`config.mk`:
```
export PLATFORM = sky130hd
export DESIGN_NAME = dmmt_ram
export DESIGN_NICKNAME = d
export VERILOG_FILES = /design/src/rtl/dmmt_ram.sv
export SDC_FILE = /design/constraint.sdc
export NUM_CORES = 2
export LEC_CHECK = 0
export BUFFER_PORTS_ARGS = -buffer_cell sky130_fd_sc_hd__buf_2
export CORE_AREA = 5 5 387 389
export CTS_BUF_LIST = sky130_fd_sc_hd__clkbuf_16
export DETAILED_ROUTE_END_ITERATION = 16
export DIE_AREA = 0 0 392 394
export PLACE_DENSITY_LB_ADDON = 0.25
export SLEW_MARGIN = 40
export SYNTH_ARGS = -nofsm -noshare
export SYNTH_HDL_FRONTEND = slang
export SYNTH_SLANG_ARGS = --single-unit
```
`constraint.sdc`:
```
create_clock -name clk -period 4.7 [get_ports clk]
set_input_delay 0.94 -clock clk [delete_from_list [all_inputs] [get_ports clk]]
set_output_delay 0.94 -clock clk [all_outputs]
set_load 0.01 [all_outputs]
```
`src/rtl/dmmt_ram.sv`:
```
// ----------------------------------------------------------------------------
// dmmt_ram
// Generic simple dual port RAM, one write port, one registered read port.
// ----------------------------------------------------------------------------
`default_nettype none

module dmmt_ram #(
  parameter int WIDTH = 8,
  parameter int DEPTH = 256
) (
  input  logic                     clk,
  input  logic                     we,
  input  logic [$clog2(DEPTH)-1:0] waddr,
  input  logic [WIDTH-1:0]         wdata,
  input  logic                     re,
  input  logic [$clog2(DEPTH)-1:0] raddr,
  output logic [WIDTH-1:0]         rdata
);

  logic [WIDTH-1:0] mem [DEPTH];

  always_ff @(posedge clk) begin
    if (we) begin
      mem[waddr] <= wdata;
    end
    if (re) begin
      rdata <= mem[raddr];
    end
  end

endmodule

`default_nettype wire
```
# Yosys cells after proc, flatten, opt, wreduce, memory -nomap -nowiden

Memory sizes are Yosys's and may differ from the RTL's. A register that Yosys moved wholly into a read port is not among the register bits.
Index checks and enable logic that the tools add are counted.

Register bits after elaboration: 0
Latch bits: 0
Memory bits (writable): 2048
Memory bits (read-only): 0
Input bits: 27
Output and inout bits: 8
Word-level logic and storage cells: 3
Memories kept: 1

Memories:

| memory | depth | bits a word | rd ports | clocked after memory_dff | write ports | RTL line | text |
|---|---|---|---|---|---|---|---|
| mem    | 256   | 8           | 1        | 1                        | 1           | 20       | `logic [WIDTH-1:0] mem [DEPTH];` |

Add/subtract/negate cells: 0
Multipliers: 0
Div/mod/pow operators: 0
$lt $le $gt $ge: 0
Equal/unequal tests: 0
Shifts and indexed selects: 0
Multiplexer cells: 2
Bitwise gates (word level): 0
Reductions and logical operators: 0

Operators by type and width:

| kind              | count |
|---|---|
| two-way mux 1 bit | 2 |

# Longest topological paths before layout

Depth in word-level cells: 2
Gate-level depth with buffers: 11

# Worst setup path after synthesis

OpenSTA, ideal clock, no wires.

Path kind: input-to-reg
Start point: input raddr[0]
End point: register rdata[2], read port of mem, data pin
Library setup time: 0.269 ns
Data arrival time: 2.747 ns
Data required time: 4.431 ns
Path slack: 1.684 ns
Stages: 9
Buffers on the path: 4
Cells stage by stage: buf_6 -> buf_12 -> buf_8 -> buf_2 -> mux4_2 -> a22oi_1 -> a21oi_1 -> nor4_1 -> nor4_2

RTL lines:

| element     | RTL line | text |
|---|---|---|
| from (decl) | 16       | `input logic [$clog2(DEPTH)-1:0] raddr,` |
| to (decl)   | 17       | `output logic [WIDTH-1:0] rdata` |

==> flow_metrics.tcl <==
set metrics [dict create \
    clock_path_buffers 3 \
    hp-class "in -> reg" \
    nets 3959 \
    num_io_pins 35 \
    final_util_pct 61.2 \
    antenna_found_initial 11 \
    synth.distinct_cells 54 \
    core_um2 146000 \
    tightest_slew_ns 0.959 \
    die-width_um 392 \
    grt_max_degree 120 \
    min_period_over_period_pct 75.9 \
    initial_utilization_pct 54.4 \
    ys_warn_count 0 \
    end_kind "flip-flop" \
    root_buffer "clkbuf_16" \
    row_count 141 \
    ys.flop_type "edfxtp_1" \
    area_delta_synth_final_pct 12.5 \
    postLayoutCellArea_um2 89600 \
    path_max_fanout 27 \
    vias 39000 \
    rsz0062_at_grt "false" \
    ys_seq_area_share_pct 77.5 \
    synth_edf_count 2056 \
    wirelength_mm 192 \
    holdBufCountCts 0 \
    mostFrequentLayoutCells "2056 x edfxtp_1, 454 x mux4_2, 215 x nor2_1" \
    globalplace.congestion 0.843 \
    drt-initial-drc-count 4740 \
    grt_overflow 0 \
    routed_via_density 6.46 \
    port-buffer-count 34 \
    grt_pass1_wl_mm 279 \
    first_pass_iters 6 \
    drtAntennaViolNets 0 \
    slew_headroom_pct 35.5 \
    cts.sinks 2056 \
    drive_gt1_share_pct 26.2 \
    skew_ns 0.0272 \
    cts_tree "done" \
    drc 0 \
    status "completed" \
    fmax_mhz 280 \
    synthCells 3733 \
    slew_viol_final 0 \
    wire_per_inst_um 31.9 \
    synth_nets 3760 \
    hold_viol 0 \
    synth_area_um2 79600 \
    total_power_mw 37.8 \
    vdd_drop_max_uv 414 \
    cts.clk_slew.worst_paths_ns 0.06 \
    cts-buffers-inserted 198 \
    critical_path_arrival_ns 4.10 \
    grtUsageTotal_pct 25.2 \
    post_cts_buffers 0 \
    grt_pass1_vias 39300 \
    finalSetupViolations 0 \
    die_area_um2 154000 \
    die_y_um 394 \
    setup-tns-final_ns 0 \
    insertion_delay_ns 0.82 \
    crit_type "in -> reg" \
    syn_avg_cell_area_um2 21.3 \
    critical_path_required_ns 5.23 \
    cts_max_level 4 \
    synth.ff_latch_count 2056 \
    final_common_cell "edfxtp_1" \
    p_per_area_nw_per_um2 422 \
    cts_resized 0 \
    period_minus_slack_ns 3.57 \
    place_area_um2 82900 \
    maxCapViolCount 0 \
    leakage_nw 27.9 \
    start_kind "input port" \
    async_flop_share_pct 0 \
    dp_hpwl_mm 120 \
]
## critical path, stage by stage
cell     delay [ns]
buf_8          0.24
buf_12         0.28
buf_12         0.27
buf_4          0.27
mux4_2         0.55
a22oi_1        0.39
a21oi_1        0.13
nor3_1         0.66
buf_4          0.24
nor4_1         0.05
## cells by family after synthesis
kind of cell / share of synthesized area (%)
AOI/OAI and AO/OA: 3.42
buffers and inverters: 1.83
DFF: 77.5
muxes: 14.6
and+or+nand+nor: 2.63
## power breakdown
group          total [mW]  internal (mW)  switching, mW  leakage, nW
clock                15.7           9.01           6.71         3.28
sequential           20.2           20.2         0.0226         18.5
combinational        1.88          0.663           1.21         6.13
total                37.8           29.9           7.94         27.9
## per-layer routing
layer / share of wire (%) / GRT usage (%) / up-vias
li1: - / - / 16100
met1: 38 / 35.5 / 20400
met2: 47 / 38.5 / 2089
met3: 11 / 7.19 / 321
met4: 3.6 / 8.93 / 8
met5: 0.065 / 0 / -
## registers in the layout (all words and copies together), names as in the netlist
| name | cells |
|---|---|
| mem | 2048 |
| rdata | 8 |
## final timing paths
check | slack (ns) | to | startpoint | depth (start not counted)
worst max-delay path | 1.13 | rdata[1] | raddr[0] | 10
worst min-delay path | 0.50 | mem[223][2] | wdata[2] | 1
worst max register to register | 1.72 | rdata[5] | mem[27][5] | 7
worst min register to register | 1.26 | rdata[6] | mem[12][6] | 7
## through the flow
step | hold WS, ns | worst slack (ns) | std cells
floorplan | 0.864 | 1.68 | 3733
global placement | 1.21 | 0.0919 | 5652
detailed placement | 1.20 | 0.393 | 5659
CTS | 0.489 | 1.28 | 6027
global route | 0.460 | 1.05 | 6031
finish | 0.502 | 1.13 | 6037
## cells in the mapped netlist, drive strengths merged (2+ instances only)
cell	n	area (um2)
a22oi	133	998
mux2i	134	1340
nand4	10	62.6
nor2	282	1060
a2111oi	5	52.6
nor2b	31	194
nand3b	2	15.0
o21ai	12	60.1
o32ai	5	51.3
nand3	34	170
mux4	456	10300
o211ai	10	75.1
a22o	8	70.1
a21oi	96	480
edfxtp	2056	61700
o22ai	28	175
o22a	5	43.8
nand2	33	124
a221oi	14	129
nor4	27	188
a31oi	2	12.5
clkbuf	111	417
or2	4	25.0
and2	6	37.5
a211oi	16	120
and3b	2	17.5
nor3	22	110
o221ai	47	418
a311oi	2	17.5
buf	122	1030
nand2b	8	50.1
## final cells by class
cell class	count	area, um2
sequential	2056	61700
fill	10100	56800
multi-input combinational	1442	16700
clock buffer	201	5030
tap	1930	2410
timing repair buffer	232	2230
clock inverter	167	1410
antenna	7	17.5
inverter	2	7.51
Note: power is estimated with default switching activity, not from simulation.
